**src/wpm_pkg.sv**
```systemverilog
package wpm_pkg;

  // Input modes as they arrive on the input channel
  localparam logic [1:0] MODE_LOAD = 2'd0;
  localparam logic [1:0] MODE_BYTE = 2'd1;
  localparam logic [1:0] MODE_END  = 2'd2;

  // Pattern element kinds; the spare code is taken as a literal
  localparam logic [1:0] KIND_LITERAL = 2'd0;
  localparam logic [1:0] KIND_ONE     = 2'd1;
  localparam logic [1:0] KIND_RUN     = 2'd2;

  // Depth of the queue between front and back
  localparam int unsigned QDEPTH = 4;
  localparam int unsigned QPTR_W = $clog2(QDEPTH);
  localparam int unsigned QCNT_W = $clog2(QDEPTH + 1);

  typedef struct packed {
    logic [1:0] mode;
    logic [1:0] elem_kind;
    logic [7:0] elem_char;
    logic       pattern_last;
  } in_item_t;

  typedef struct packed {
    logic matched;
    logic pattern_overflow;
  } out_item_t;

  // Operation carried from front to back
  typedef enum logic [1:0] {
    OP_LOAD,
    OP_BYTE,
    OP_END
  } op_e;

  typedef struct packed {
    op_e        op;
    logic       is_run;
    logic       is_one;
    logic [7:0] ch;
    logic       last;
  } op_t;

  // Front to queue control
  typedef struct packed {
    logic push;
    op_t  data;
  } push_t;

  // Queue to back control
  typedef struct packed {
    logic valid;
    op_t  data;
  } head_t;

endpackage

```
**src/wpm_front.sv**
```systemverilog
module wpm_front (
  input  logic              in_valid_i,
  input  wpm_pkg::in_item_t in_item_i,
  input  logic              q_full_i,
  output logic              in_stall_o,
  output wpm_pkg::push_t    push_o
);
  import wpm_pkg::*;

  // Stall only on a full queue
  assign in_stall_o = q_full_i;

  // Classify the item; unused mode is dropped here
  always_comb begin
    push_o.data.ch     = in_item_i.elem_char;
    push_o.data.last   = in_item_i.pattern_last;
    push_o.data.is_run = (in_item_i.elem_kind == KIND_RUN);
    push_o.data.is_one = (in_item_i.elem_kind == KIND_ONE);
    push_o.data.op     = OP_LOAD;
    push_o.push        = 1'b0;
    case (in_item_i.mode)
      MODE_LOAD: begin
        push_o.data.op = OP_LOAD;
        push_o.push    = in_valid_i && !q_full_i;
      end
      MODE_BYTE: begin
        push_o.data.op = OP_BYTE;
        push_o.push    = in_valid_i && !q_full_i;
      end
      MODE_END: begin
        push_o.data.op = OP_END;
        push_o.push    = in_valid_i && !q_full_i;
      end
      default: begin
        push_o.push = 1'b0;
      end
    endcase
  end

endmodule

```
**src/wpm_queue.sv**
```systemverilog
module wpm_queue (
  input  logic           clk_i,
  input  logic           rst_ni,
  input  wpm_pkg::push_t push_i,
  input  logic           pop_i,
  output logic           full_o,
  output wpm_pkg::head_t head_o
);
  import wpm_pkg::*;

  op_t               mem_q [QDEPTH];
  logic [QPTR_W-1:0] wr_q, wr_d;
  logic [QPTR_W-1:0] rd_q, rd_d;
  logic [QCNT_W-1:0] cnt_q, cnt_d;
  logic              do_pop;

  assign full_o       = (cnt_q == QCNT_W'(QDEPTH));
  assign head_o.valid = (cnt_q != '0);
  assign head_o.data  = mem_q[rd_q];
  assign do_pop       = pop_i && head_o.valid;

  // Pointer and fill count update
  always_comb begin
    wr_d  = push_i.push ? wr_q + QPTR_W'(1) : wr_q;
    rd_d  = do_pop ? rd_q + QPTR_W'(1) : rd_q;
    cnt_d = cnt_q;
    if (push_i.push && !do_pop) begin
      cnt_d = cnt_q + QCNT_W'(1);
    end else if (!push_i.push && do_pop) begin
      cnt_d = cnt_q - QCNT_W'(1);
    end
  end

  always_ff @(posedge clk_i or negedge rst_ni) begin
    if (!rst_ni) begin
      wr_q  <= '0;
      rd_q  <= '0;
      cnt_q <= '0;
    end else begin
      wr_q  <= wr_d;
      rd_q  <= rd_d;
      cnt_q <= cnt_d;
    end
  end

  // Storage
  always_ff @(posedge clk_i) begin
    if (push_i.push) begin
      mem_q[wr_q] <= push_i.data;
    end
  end

endmodule

```
**src/wpm_back.sv**
```systemverilog
module wpm_back #(
  parameter int unsigned MAX_PATTERN = 32
) (
  input  logic               clk_i,
  input  logic               rst_ni,
  input  wpm_pkg::head_t     head_i,
  output logic               pop_o,
  output logic               out_valid_o,
  input  logic               out_stall_i,
  output wpm_pkg::out_item_t out_item_o
);
  import wpm_pkg::*;

  localparam int unsigned LEN_W = $clog2(MAX_PATTERN + 1);
  localparam int unsigned IDX_W = $clog2(MAX_PATTERN);
  localparam int unsigned LVL   = $clog2(MAX_PATTERN + 1);

  // Pattern store, one lane per position
  logic [7:0]             char_q [MAX_PATTERN];
  logic [MAX_PATTERN-1:0] run_q;
  logic [MAX_PATTERN-1:0] one_q;

  logic [LEN_W-1:0]     len_q, len_d;
  logic                 loading_q, loading_d;
  logic                 ovf_q, ovf_d;
  logic [MAX_PATTERN:0] start_q, start_d;
  logic [MAX_PATTERN:0] active_q, active_d;
  logic                 out_valid_q, out_valid_d;
  out_item_t            out_q, out_d;

  logic                   slot_ok;
  logic                   pop_load;
  logic                   pop_end;
  logic [MAX_PATTERN-1:0] lane_en;
  logic [MAX_PATTERN:0]   len_mask;
  logic [MAX_PATTERN:0]   step_raw;
  logic [MAX_PATTERN:0]   step_prop;
  logic [MAX_PATTERN:0]   gen_l  [LVL+1];
  logic [MAX_PATTERN:0]   prop_l [LVL+1];
  logic [LEN_W-1:0]       ld_pos;
  logic                   ld_fits;
  logic [MAX_PATTERN:0]   ld_base;

  // A result needs a free output slot; other ops always drain
  assign slot_ok  = !out_valid_q || !out_stall_i;
  assign pop_o    = head_i.valid && ((head_i.data.op != OP_END) || slot_ok);
  assign pop_load = pop_o && (head_i.data.op == OP_LOAD);
  assign pop_end  = pop_o && (head_i.data.op == OP_END);

  // Positions inside the current pattern
  always_comb begin
    for (int i = 0; i < MAX_PATTERN; i++) begin
      lane_en[i] = (LEN_W'(i) < len_q);
    end
    for (int i = 0; i <= MAX_PATTERN; i++) begin
      len_mask[i] = (LEN_W'(i) <= len_q);
    end
  end

  // Per-lane advance on one subject byte
  always_comb begin
    step_raw  = '0;
    step_prop = '0;
    for (int i = 0; i < MAX_PATTERN; i++) begin
      step_prop[i+1] = lane_en[i] && run_q[i];
      if (active_q[i] && lane_en[i]) begin
        if (run_q[i]) begin
          step_raw[i] = 1'b1;
        end else if (one_q[i] || (char_q[i] == head_i.data.ch)) begin
          step_raw[i+1] = 1'b1;
        end
      end
    end
  end

  // Closure over runs as a parallel prefix
  always_comb begin
    gen_l[0]  = step_raw;
    prop_l[0] = step_prop;
    for (int l = 0; l < LVL; l++) begin
      for (int i = 0; i <= MAX_PATTERN; i++) begin
        if (i >= (1 << l)) begin
          gen_l[l+1][i]  = gen_l[l][i] | (prop_l[l][i] & gen_l[l][i - (1 << l)]);
          prop_l[l+1][i] = prop_l[l][i] & prop_l[l][i - (1 << l)];
        end else begin
          gen_l[l+1][i]  = gen_l[l][i];
          prop_l[l+1][i] = prop_l[l][i];
        end
      end
    end
  end

  // Load position; a new pattern starts at zero
  assign ld_pos  = loading_q ? len_q : '0;
  assign ld_fits = (ld_pos < LEN_W'(MAX_PATTERN));
  assign ld_base = loading_q ? start_q : (MAX_PATTERN + 1)'(1);

  // Control and result update
  always_comb begin
    len_d       = len_q;
    loading_d   = loading_q;
    ovf_d       = ovf_q;
    start_d     = start_q;
    active_d    = active_q;
    out_d       = out_q;
    out_valid_d = out_valid_q && out_stall_i;
    if (pop_o) begin
      unique case (head_i.data.op)
        OP_LOAD: begin
          start_d = ld_base;
          if (ld_fits) begin
            start_d[ld_pos + LEN_W'(1)] = ld_base[ld_pos] && head_i.data.is_run;
            len_d = ld_pos + LEN_W'(1);
          end else begin
            len_d = ld_pos;
          end
          ovf_d     = (loading_q && ovf_q) || !ld_fits;
          loading_d = !head_i.data.last;
          active_d  = start_d;
        end
        OP_BYTE: begin
          loading_d = 1'b0;
          active_d  = gen_l[LVL];
        end
        OP_END: begin
          loading_d              = 1'b0;
          out_d.matched          = !ovf_q && active_q[len_q];
          out_d.pattern_overflow = ovf_q;
          out_valid_d            = 1'b1;
          active_d               = start_q;
        end
        default: begin
          loading_d = loading_q;
        end
      endcase
    end
  end

  always_ff @(posedge clk_i or negedge rst_ni) begin
    if (!rst_ni) begin
      len_q       <= '0;
      loading_q   <= 1'b0;
      ovf_q       <= 1'b0;
      start_q     <= (MAX_PATTERN + 1)'(1);
      active_q    <= (MAX_PATTERN + 1)'(1);
      out_valid_q <= 1'b0;
    end else begin
      len_q       <= len_d;
      loading_q   <= loading_d;
      ovf_q       <= ovf_d;
      start_q     <= start_d;
      active_q    <= active_d;
      out_valid_q <= out_valid_d;
    end
  end

  // Result payload
  always_ff @(posedge clk_i) begin
    out_q <= out_d;
  end

  // Pattern store write
  always_ff @(posedge clk_i) begin
    if (pop_load && ld_fits) begin
      char_q[ld_pos[IDX_W-1:0]] <= head_i.data.ch;
      run_q[ld_pos[IDX_W-1:0]]  <= head_i.data.is_run;
      one_q[ld_pos[IDX_W-1:0]]  <= head_i.data.is_one;
    end
  end

  assign out_valid_o = out_valid_q;
  assign out_item_o  = out_q;

  // Checks
  a_start_bit: assert property (@(posedge clk_i) disable iff (!rst_ni)
    start_q[0])
    else $error("start position lost");

  a_active_in_len: assert property (@(posedge clk_i) disable iff (!rst_ni)
    (active_q & ~len_mask) == '0)
    else $error("active position beyond pattern length");

  a_end_gives_result: assert property (@(posedge clk_i) disable iff (!rst_ni)
    pop_end |=> out_valid_q)
    else $error("end marker produced no result");

  a_ovf_no_match: assert property (@(posedge clk_i) disable iff (!rst_ni)
    (out_valid_q && out_q.pattern_overflow) |-> !out_q.matched)
    else $error("overflowed pattern reported a match");

endmodule

```
**src/wildcard_pattern_match.sv**
```systemverilog
// A result is registered: its end marker passes through the queue and then the result register.
// Throughput: one item per cycle; every subject byte updates all pattern positions at once
// through a parallel prefix over runs, so the back end retires one queued item each cycle,
// unless an end marker waits on a stalled output. Input stalls only when the four-entry queue
// between front and back is full. Reset: empty pattern, no overflow, start position active, queue and output empty.
module wildcard_pattern_match #(
  parameter int unsigned MAX_PATTERN = 32
) (
  input  logic               clk_i,
  input  logic               rst_ni,
  input  logic               in_valid_i,
  output logic               in_stall_o,
  input  wpm_pkg::in_item_t  in_item_i,
  output logic               out_valid_o,
  input  logic               out_stall_i,
  output wpm_pkg::out_item_t out_item_o
);
  import wpm_pkg::*;

  push_t push;
  head_t head;
  logic  q_full;
  logic  pop;

  // Front: accept and classify
  wpm_front u_front (
    .in_valid_i (in_valid_i),
    .in_item_i  (in_item_i),
    .q_full_i   (q_full),
    .in_stall_o (in_stall_o),
    .push_o     (push)
  );

  // Queue between front and back
  wpm_queue u_queue (
    .clk_i  (clk_i),
    .rst_ni (rst_ni),
    .push_i (push),
    .pop_i  (pop),
    .full_o (q_full),
    .head_o (head)
  );

  // Back: pattern store, active positions, result register
  wpm_back #(
    .MAX_PATTERN (MAX_PATTERN)
  ) u_back (
    .clk_i       (clk_i),
    .rst_ni      (rst_ni),
    .head_i      (head),
    .pop_o       (pop),
    .out_valid_o (out_valid_o),
    .out_stall_i (out_stall_i),
    .out_item_o  (out_item_o)
  );

endmodule
```
**config.mk**
```make
export PLATFORM = sky130hd
export DESIGN_NAME = wildcard_pattern_match
export DESIGN_NICKNAME = d
export VERILOG_FILES = /design/src/wpm_pkg.sv /design/src/wpm_front.sv /design/src/wpm_queue.sv /design/src/wpm_back.sv /design/src/wildcard_pattern_match.sv
export SDC_FILE = /design/constraint.sdc
export NUM_CORES = 1
export LEC_CHECK = 0
export BUFFER_PORTS_ARGS = -buffer_cell sky130_fd_sc_hd__buf_4
export CAP_MARGIN = 25
export CORE_ASPECT_RATIO = 0.5
export CORE_MARGIN = 1.5
export CORE_UTILIZATION = 35
export CTS_CLUSTER_DIAMETER = 200
export DETAILED_ROUTE_END_ITERATION = 8
export GPL_TIMING_DRIVEN = 0
export SLEW_MARGIN = 20
export SYNTH_ARGS = -nofsm -noshare
export SYNTH_HDL_FRONTEND = slang
export SYNTH_HIERARCHICAL = 1
export SYNTH_SLANG_ARGS = --single-unit
```
**constraint.sdc**
```tcl
create_clock -name clk_i -period 5.95 [get_ports clk_i]
set_input_delay 0.595 -clock clk_i [delete_from_list [all_inputs] [get_ports clk_i]]
set_output_delay 0.595 -clock clk_i [all_outputs]
set_load 0.05 [all_outputs]
```
==> flow_metrics.py, run 1 <==
metrics = {
    "clocking": {
        "root_buffer": "clkbuf_16",
        "htreeDepth": 2,
        "worstSkewPairLatency_ns": 0.57,
        "cts_tree": "done",
        "cts_buffers": 45,
        "holdBufCountCts": 0,
        "cts_buffer_depth": 3,
        "cts.sinks": 456,
        "clk_pin_slew_ns": 0.06,
    },
    "sta": {
        "rsz0062_at_grt": "false",
        "fin_crit_sh": 0.934,
        "slew_violations": 0,
        "worst_slew_pin_slew_ns": 1.05,
        "hold_slack_ns": 0.0317,
        "fmax_mhz": 180,
        "finalSetupViolCount": 0,
        "period_needed_ns": 5.56,
        "slew_headroom": 0.300,
        "hold_viol": 0,
        "setup_tns_ns": 0,
        "skew_ns": 0.0160,
    },
    "setup_path": {
        "cp_data_required_time_ns": 6.37,
        "reg2reg_setup_slack_ns": 0.39,
        "r2r_start": "u_back/loading_q",
        "path_buf_inv": 6,
        "cp.arrival_ns": 5.98,
        "crit_start": "u_back/loading_q",
        "path_delay_family": "buffers and inverters",
        "timing.rr.end": "u_back/active_q[3]",
        "max_stage_delay_ns": 0.68,
        "end_kind": "flip-flop",
        "cp_common_cell": "clkbuf_1",
        "startpoint_type": "flip-flop",
        "cp_max_fo": 10,
        "crit_chain": "clkbuf_1 > clkbuf_1 > clkbuf_1 > buf_1 > nand2_1 > inv_1 > ha_1 > clkbuf_1 > nand3_1 > xnor2_1 > nor2b_1 > nor3_1 > nand2_1 > nand3_1 > o21ai_0 > o21ai_0 > o21ai_0",
        "rr_worst_depth": 17,
        "crit_type": "flip-flop to flip-flop",
        "cp_slowest_cell": "nor3_1",
    },
    "placement": {
        "numPortBuffers": 11,
        "postPlaceCellArea_sq_um": 24100,
        "dp_hpwl_um": 48100,
        "gp_congestion": 1.00,
    },
    "pwr": {
        "power_density_nw_per_um2": 500,
        "p_leak_nw": 8.65,
        "peakVddDrop_mv": 0.220,
        "finalPower_mw": 12.8,
    },
    "synth": {
        "synth_cells": 1855,
        "ys_top_cells_by_area": "edfxtp_1 (49%), dfrtp_1 (8.8%), xnor2_1 (5.3%), xor2_1 (4.9%), nand2_1 (2.9%)",
        "yosysUniqueCellTypes": 92,
        "synth_seq_cells": 456,
        "synth-async-reset-ratio": 0.180,
        "synth_edf_count": 374,
        "yosys.area.top_type": "edfxtp_1",
        "synthMostInstantiatedCell": "edfxtp_1",
        "ys.flop_type": "edfxtp_1",
        "synth_top_area_share": 0.491,
        "avgSynthCellArea_sq_um": 12.3,
        "seq_area_frac_synth": 0.581,
        "synth_fp_nets": 1887,
        "yosysWarnings": 6,
        "synth_common_cells": "edfxtp_1 (374), nand2_1 (178), xnor2_1 (138)",
        "syn_area_sq_um": 22900,
    },
    "route": {
        "ant_nets": 0,
        "route.detailed.wl_per_inst_um": 24.3,
        "via_count": 16048,
        "wl_um": 68900,
        "first_pass_iters": 6,
        "drtIter0Drc": 1968,
        "drc_errors": 0,
        "viasPerCell": 5.66,
    },
    "global_routing": {
        "antenna_found_initial": 1,
        "gr-total-overflow": 0,
        "grt_max_degree": 47,
        "grt_pass1_vias": 15171,
        "grt.total_usage": 0.204,
        "grt_pass1_wl_um": 101000,
    },
    "layout": {
        "antenna_cells": 0,
        "area_growth_pct": 12.3,
        "drive_above_1_share": 0.122,
        "finish.instance_area_sq_um": 25700,
        "fin_nets": 1961,
    },
    "die": {
        "die_area_sq_um": 67000,
        "start_util": 0.358,
        "die_x_um": 364,
        "die_y_um": 184,
        "row_count": 65,
        "core_region_area_sq_um": 63800,
        "ioPinCount": 21,
    },
    "min_path": {
        "holdCritPathClass": "primary input to asynchronous set/reset pin",
    },
    "outcome": {
        "status": "finished clean",
    },
    "run": {
        "cap_violations": 0,
    },
}
==> metrics by stage <==
| stage | util | instances | setup slack [ns] |
|---|---|---|---|
| 2_1_floorplan | - | 1855 | 2.14 |
| 3_3_place_gp | 0.377 | 2737 | 0.381 |
| 3_5_place_dp | 0.378 | 2745 | 0.393 |
| 4_1_cts | 0.401 | 2827 | 0.405 |
| 5_1_grt | 0.402 | 2835 | 0.115 |
| 6_report | 0.402 | 2835 | 0.392 |
==> cell type report <==
type	count	area (sq um)
buffer	114	698
timing repair buffer	27	255
clock buffer	54	1160
inverter	40	150
clock inverter	28	309
fill	5987	38200
tap	871	1090
sequential	456	13300
multi-input combinational	1245	8740
==> cell usage in the layout, fill, tap and decap left out, types with 13 or more instances in the layout <==
master,instances
edfxtp_1,374
nand2_1,178
xnor2_1,138
xor2_1,127
nor2_1,117
dfrtp_1,80
o21ai_0,79
buf_4,58
a21oi_1,58
clkbuf_1,46
clkbuf_16,45
nand3_1,42
inv_1,39
nand4_1,38
nor4_1,33
a31oi_1,29
mux4_2,29
buf_2,23
nor2b_1,20
and2_1,19
o22ai_1,14
o31ai_1,14
ha_1,14
buf_6,13
==> flip-flops by register name, indices dropped and copies added (netlist names), 3 cells and up <==
register,count
u_back/start_q,33
u_back/len_q,6
u_queue/cnt_q,3
u_queue/mem_q,52
u_back/active_q,33
u_back/char_q,256
u_back/one_q,32
u_back/run_q,32
==> worst max path at each step <==
stage               slack [ns]  cells past startpoint                  end
finish                    0.39                     17   u_back/active_q[3]
global route              0.11                     18   u_back/active_q[8]
CTS                       0.40                     16  u_back/active_q[30]
detailed placement        0.39                     16  u_back/active_q[30]
global placement          0.38                     16  u_back/active_q[30]
floorplan                 2.14                     17  u_back/active_q[30]
==> repair_timing <==
item	4_1_cts	5_1_grt
buffers inserted	0	0
endpoints found under the setup margin	0	1
resized for setup	0	2
==> logic make-up after synthesis <==
family / count (synthesis) / share of synthesized area
fa+ha+maj: 15 / 0.00854
xor+xnor: 265 / 0.102
simple gates: 532 / 0.113
buf+inv: 154 / 0.0371
flops: 456 / 0.581
mux: 49 / 0.0398
compound gates: 384 / 0.119
==> routing by layer <==
| layer | wire length, um | vias to the layer above | track usage | part of all wire |
|---|---|---|---|---|
| met4 | 1640 | 0 | 0.0508 | 0.024 |
| met5 | 0 | - | 0 | 0 |
| met2 | 29200 | 735 | 0.301 | 0.42 |
| met3 | 5900 | 100 | 0.0373 | 0.086 |
| met1 | 32200 | 8145 | 0.308 | 0.47 |
| li1 | - | 7068 | - | - |
==> worst register-to-register path, cell delays in order, from the launching register on <==
cell      delay [ns]
dfrtp_1         0.42
clkbuf_1        0.40
clkbuf_1        0.47
clkbuf_1        0.53
buf_1           0.63
nand2_1         0.22
inv_1           0.14
ha_1            0.15
clkbuf_1        0.27
nand3_1         0.14
xnor2_1         0.42
nor2b_1         0.19
nor3_1          0.68
nand2_1         0.16
nand3_1         0.11
o21ai_0         0.18
o21ai_0         0.21
o21ai_0         0.11
==> power breakdown <==
| group | total (mW) | internal [mW] | switching (mW) |
|---|---|---|---|
| clock | 2.90 | 1.66 | 1.24 |
| combinational | 5.49 | 1.87 | 3.62 |
| sequential | 4.44 | 4.18 | 0.261 |
(Power assumes the default switching activity.)
==> run 2, diff against run 1 <==
- CTS_CLUSTER_DIAMETER: 200 -> 30
- GPL_ROUTABILITY_DRIVEN: default -> 0
- SYNTH_HIERARCHICAL: 1 -> default
==> run 2 against run 1 <==
Sequential share of layout area shrank 3.7 points. Non-clock buffer count shrank 12. Via count grew 4.6%. Power grew 16%. Routed wire length grew 0.61%. Synthesized cell count grew 3.9%. Maximum frequency shrank 3.9%. Area after synthesis grew 1.3%. Clock skew grew 0.0018 ns. Critical path depth shrank 3. Flip-flop and latch count is the same. Die area grew 1.3%. Highest routed layer unchanged.
==> flow_metrics.py, run 2 <==
metrics = {
    "min_path": {
        "holdCritPathClass": "primary input to flip-flop",
        "hold_start": "in_item_i[6]",
        "hold_end": "u_queue.mem_q[0][6]",
        "whs_path_depth": 1,
    },
    "synth": {
        "synth_edf_count": 374,
        "yosys.area.top_type": "edfxtp_1",
        "avgSynthCellArea_sq_um": 12.0,
        "yosysUniqueCellTypes": 84,
        "synth_top_area_share": 0.485,
        "ys.flop_type": "edfxtp_1",
        "synth_fp_nets": 1960,
        "syn_area_sq_um": 23200,
        "yosysWarnings": 0,
        "synth_common_cells": "edfxtp_1 (374), nand2_1 (188), xnor2_1 (174)",
        "synth_cells": 1928,
        "seq_area_frac_synth": 0.574,
        "synthMostInstantiatedCell": "edfxtp_1",
        "synth_seq_cells": 456,
        "ys_top_cells_by_area": "edfxtp_1 (48%), dfrtp_1 (8.6%), xnor2_1 (6.6%), xor2_1 (3.7%), mux4_2 (3.1%)",
        "synth-async-reset-ratio": 0.180,
    },
    "setup_path": {
        "startpoint_type": "flip-flop",
        "crit_start": "u_back.loading_q",
        "rr_worst_depth": 14,
        "crit_type": "flip-flop to flip-flop",
        "reg2reg_setup_slack_ns": 0.17,
        "timing.rr.end": "u_back.active_q[28]",
        "cp_data_required_time_ns": 6.44,
        "r2r_start": "u_back.loading_q",
        "end_kind": "flip-flop",
        "cp.arrival_ns": 6.27,
        "cp_max_fo": 10,
    },
    "layout": {
        "layout_common_cells": "edfxtp_1 (374), nand2_1 (187), xnor2_1 (174)",
        "multiInputGateArea_sq_um": 9300,
        "antenna_cells": 0,
        "drive_above_1_share": 0.137,
        "finish.instance_area_sq_um": 27700,
        "largest_reg_flops": 256,
        "fin_nets": 2077,
        "layout_commonest_cell": "edfxtp_1",
        "fillers": 6075,
        "fin_cells": 3000,
        "seq_area_sq_um": 13300,
        "area_growth_pct": 19.4,
    },
    "placement": {
        "dp_cells": 2838,
        "postPlaceCellArea_sq_um": 24500,
        "dp_hpwl_um": 47400,
        "numPortBuffers": 20,
    },
    "sta": {
        "skew_ns": 0.0178,
        "finalSetupViolCount": 0,
        "hold_slack_ns": 0.169,
        "fmax_mhz": 173,
        "worst_slew_pin_slew_ns": 1.07,
        "rsz0062_at_grt": "true",
        "hold_viol": 0,
        "slew_violations": 0,
        "slew_headroom": 0.283,
        "period_needed_ns": 5.78,
        "fin_crit_sh": 0.972,
    },
    "clocking": {
        "worstSkewPairLatency_ns": 0.63,
        "cts_buffer_depth": 3,
        "postCtsSetupBuffers": 0,
        "cts_buffers": 85,
        "cts_tree": "done",
        "root_buffer": "clkbuf_16",
        "clk_pin_slew_ns": 0.05,
        "htreeDepth": 3,
        "cts.sinks": 456,
    },
    "pwr": {
        "p_int_mw": 9.29,
        "power_switching_mw": 5.60,
        "power_frac_clock": 0.334,
        "p_seq_frac": 0.300,
        "p_leak_nw": 9.25,
        "p_sw_frac": 0.376,
        "share_comb_of_total_power": 0.365,
        "power_density_nw_per_um2": 538,
        "peakVddDrop_mv": 0.293,
    },
    "global_routing": {
        "grt.total_usage": 0.203,
        "antenna_found_initial": 0,
        "grt_pass1_vias": 15961,
        "grt_max_degree": 44,
        "gr-total-overflow": 0,
        "grt_pass1_wl_um": 103000,
    },
    "die": {
        "ioPinCount": 21,
        "core_region_area_sq_um": 65200,
        "die_area_sq_um": 67800,
        "die_y_um": 185,
        "row_count": 66,
        "start_util": 0.355,
        "die_x_um": 367,
    },
    "route": {
        "route.detailed.wl_per_inst_um": 23.1,
        "via_count": 16786,
        "wl_um": 69300,
        "first_pass_iters": 6,
        "drtIter0Drc": 2098,
        "viasPerCell": 5.60,
        "drc_errors": 0,
        "ant_nets": 0,
    },
    "outcome": {
        "status": "finished clean",
    },
    "run": {
        "cap_violations": 0,
    },
}
[run 2: changes by cell type after synthesis, sizes merged, moves of 13 or more]
cell / delta
a21oi: +16
buf: -31
clkbuf: +16
nor3: +16
o21ai: +30
o221a: -13
xnor2: +38
xor2: -29
[run 2: metrics by stage]
stage          setup TNS (ns)  setup slack (ns)   util  power (mW)
6_report                    0             0.165  0.424        14.9
2_1_floorplan               0              1.58      -        7.99
3_5_place_dp           -47.13            -0.379  0.375        9.84
5_1_grt                 -1.94           -0.0567  0.424        15.5
4_1_cts                     0            0.0450  0.422        14.8
3_3_place_gp           -54.29            -0.413  0.374        9.79
[run 2: repair_timing]
| item | 4_1_cts | 5_1_grt |
|---|---|---|
| resized for setup | 26 | 10 |
| hold buffers | 1 | 0 |
| endpoints found under the setup margin | 259 | 276 |
| hold endpoints to repair | 38 | 0 |
[run 2: how the worst max path moves through the flow]
stage          slack, ns                    to
6_report            0.17   u_back.active_q[28]
5_1_grt            -0.06   u_back.char_q[2][3]
4_1_cts             0.04   u_back.char_q[9][3]
3_5_place_dp       -0.38   u_back.char_q[6][0]
3_3_place_gp       -0.41   u_back.char_q[3][5]
2_1_floorplan       1.58  u_back.char_q[19][0]
[run 2: critical path, stage by stage (launching register included)]
cell	delay [ns]
dfrtp_1	0.47
clkbuf_1	0.39
clkbuf_1	0.45
clkbuf_1	0.48
clkbuf_1	0.76
nand2_1	0.24
inv_1	0.14
ha_1	0.21
clkbuf_1	0.39
xnor2_1	0.15
nor4_1	0.83
nand2_1	0.25
o21ai_0	0.40
o21ai_0	0.16
a211oi_1	0.32
[run 2: cells by family after synthesis]
family / Yosys count / synth area share
xor gates and xnor gates: 274 / 0.104
and+or+nand+nor: 560 / 0.115
muxes: 59 / 0.0449
DFF: 456 / 0.574
buffers and inverters: 140 / 0.0309
AOI/OAI and AO/OA: 424 / 0.123
adders and majority gates: 15 / 0.00843
[run 2: power groups by stage]
| stage | combinational, mW | clock (mW) | sequential [mW] |
|---|---|---|---|
| after global routing | 5.83 | 5.18 | 4.49 |
| final | 5.44 | 4.98 | 4.47 |
| after global placement | 5.28 | 0 | 4.51 |
| after CTS | 5.37 | 5.03 | 4.45 |
| after floorplan | 3.58 | 0 | 4.41 |
| after detailed placement | 5.33 | 0 | 4.50 |
[run 2: cell type report]
| class | count | share of cell area |
|---|---|---|
| clock inverter | 56 | 0.0261 |
| timing repair buffer | 30 | 0.00986 |
| sequential | 456 | 0.480 |
| clock buffer | 102 | 0.0814 |
| tap | 884 | 0.0400 |
| buffer | 99 | 0.0204 |
| inverter | 41 | 0.00556 |
| multi-input combinational | 1332 | 0.336 |
[run 2: metal layers]
metal  part of all wire  track usage
met1               0.46        0.299
met2               0.42        0.298
met3              0.092       0.0416
met4              0.029       0.0631
met5                  0            0
==> run 3, diff against run 2 <==
- CORE_MARGIN: 1.5 -> 2
==> run 3 against run 2 <==
Die area increased by 0.81%. Clock-buffer cell count decreased by 7. Highest routed layer unchanged. Flip-flop and latch count unchanged. Non-clock buffer count increased by 6. Global-route usage is essentially flat. Via count is 0.41% lower. Clock skew up 0.044 ns. Largest cell class unchanged. Core utilization fell by 0.081 points. Clock power down 3%. Power is 0.89% lower. Sequential power about the same.
==> flow_metrics.py, run 3 (same netlist as run 2, synthesis figures left out) <==
metrics = {
    "outcome": {
        "status": "finished clean",
    },
    "route": {
        "via_count": 16717,
        "first_pass_iters": 6,
        "wl_um": 69500,
        "drtIter0Drc": 1945,
        "viasPerCell": 5.56,
        "drc_errors": 0,
        "route.detailed.wl_per_inst_um": 23.1,
        "ant_nets": 0,
    },
    "setup_path": {
        "crit_type": "flip-flop to flip-flop",
        "r2r_start": "u_back.loading_q",
        "cp.arrival_ns": 6.19,
        "reg2reg_setup_slack_ns": 0.28,
        "timing.rr.end": "u_back.active_q[28]",
        "startpoint_type": "flip-flop",
        "cp_max_fo": 10,
        "rr_worst_depth": 14,
        "cp_data_required_time_ns": 6.47,
        "end_kind": "flip-flop",
    },
    "min_path": {
        "hold_end": "u_queue.mem_q[2][7]",
        "hold_start": "in_item_i[7]",
        "holdCritPathClass": "primary input to flip-flop",
        "whs_path_depth": 1,
    },
    "sta": {
        "setup_tns_ns": 0,
        "rsz0062_at_grt": "true",
        "period_needed_ns": 5.67,
        "worst_slew_pin_slew_ns": 1.08,
        "slew_headroom": 0.273,
        "fmax_mhz": 176,
        "finalSetupViolCount": 0,
        "hold_viol": 0,
        "slew_violations": 0,
        "skew_ns": 0.0622,
        "fin_crit_sh": 0.953,
        "hold_slack_ns": 0.162,
    },
    "layout": {
        "layout_commonest_cell": "edfxtp_1",
        "fillers": 6073,
        "fin_cells": 3008,
        "area_growth_pct": 19.2,
        "fin_nets": 2083,
        "antenna_cells": 0,
        "layout_common_cells": "edfxtp_1 (374), nand2_1 (188), xnor2_1 (174)",
        "drive_above_1_share": 0.140,
        "largest_reg_flops": 256,
        "finish.instance_area_sq_um": 27600,
    },
    "global_routing": {
        "antenna_found_initial": 0,
        "gr-total-overflow": 0,
        "grt_max_degree": 46,
        "grt_pass1_vias": 15901,
        "grt.total_usage": 0.203,
        "grt_pass1_wl_um": 103000,
    },
    "pwr": {
        "power_density_nw_per_um2": 535,
        "p_leak_nw": 9.24,
        "peakVddDrop_mv": 0.300,
        "finalPower_mw": 14.8,
    },
    "die": {
        "core_region_area_sq_um": 65200,
        "die_x_um": 368,
        "start_util": 0.355,
        "die_area_sq_um": 68400,
        "die_y_um": 186,
        "ioPinCount": 21,
        "row_count": 66,
    },
    "clocking": {
        "cts.sinks": 456,
        "cts_buffers": 85,
        "worstSkewPairLatency_ns": 0.65,
        "postCtsSetupBuffers": 0,
        "clk_pin_slew_ns": 0.05,
        "root_buffer": "clkbuf_16",
        "cts_buffer_depth": 3,
        "cts_tree": "done",
        "htreeDepth": 3,
    },
    "placement": {
        "numPortBuffers": 20,
        "dp_hpwl_um": 48000,
        "dp_cells": 2837,
        "postPlaceCellArea_sq_um": 24500,
    },
    "run": {
        "cap_violations": 0,
    },
}
run 3: cell types whose count changed in the layout (fill, tap and decap cells not counted), sizes merged:
cell,previous run,this run
clkbuf,155,148
buf,75,81
clkinv,31,35
inv,47,49
clkinvlp,6,14
bufinv,13,8
run 3: what timing repair did:
action	4_1_cts	5_1_grt
setup endpoints to repair	210	169
hold endpoints to repair	36	0
pin swaps	0	0
gates resized for setup	5	11
hold buffers	1	0
run 3: how the worst max path moves through the flow:
stage | from | to | depth (start not counted)
6_report | u_back.loading_q | u_back.active_q[28] | 14
5_1_grt | u_queue.rd_q[0] | u_back.char_q[29][2] | 12
4_1_cts | u_queue.rd_q[0] | u_back.char_q[18][2] | 12
3_5_place_dp | u_queue.rd_q[0] | u_back.char_q[29][2] | 12
3_3_place_gp | u_queue.rd_q[0] | u_back.char_q[3][6] | 12
2_1_floorplan | u_queue.rd_q[0] | u_back.char_q[19][0] | 12
run 3: final cells by class:
cell class / instances / area [sq um] / area share
flip-flops and latches: 456 / 13300 / 0.481
multi-input cells: 1332 / 9220 / 0.334
clock buffers: 95 / 2160 / 0.0784
well taps: 884 / 1110 / 0.0401
clock inverters: 65 / 790 / 0.0286
plain buffers: 99 / 563 / 0.0204
repair buffers: 36 / 325 / 0.0118
inverters: 41 / 154 / 0.00558
run 3: worst max-delay path, stage by stage, from the launching register on:
cell,delay [ns]
dfrtp_1,0.48
clkbuf_1,0.38
clkbuf_1,0.45
clkbuf_1,0.47
clkbuf_1,0.71
nand2_1,0.22
inv_1,0.14
ha_1,0.22
clkbuf_1,0.39
xnor2_1,0.16
nor4_1,0.84
nand2_1,0.25
o21ai_0,0.41
o21ai_0,0.15
a211oi_1,0.27
run 3: layer usage:
metal	up-vias	track usage	routed length (um)
met1	8280	0.293	31500
met3	142	0.0467	6350
met2	808	0.305	29800
met4	0	0.0568	1760
li1	7487	-	-
met5	-	0	0
run 3: power breakdown:
part / leakage [nW] / total [mW] / switching, mW / internal [mW]
registers: 4.45 / 4.47 / 0.289 / 4.18
clock network: 1.39 / 4.83 / 1.79 / 3.05
logic: 3.40 / 5.45 / 3.62 / 1.83
total: 9.24 / 14.8 / 5.70 / 9.06
run 3: metrics by stage:
| step | util | setup slack [ns] |
|---|---|---|
| final | 0.423 | 0.282 |
| after CTS | 0.421 | 0.0359 |
| after detailed placement | 0.376 | -0.323 |
| after global placement | 0.374 | -0.343 |
| after floorplan | - | 1.58 |
| after global routing | 0.423 | -0.0464 |
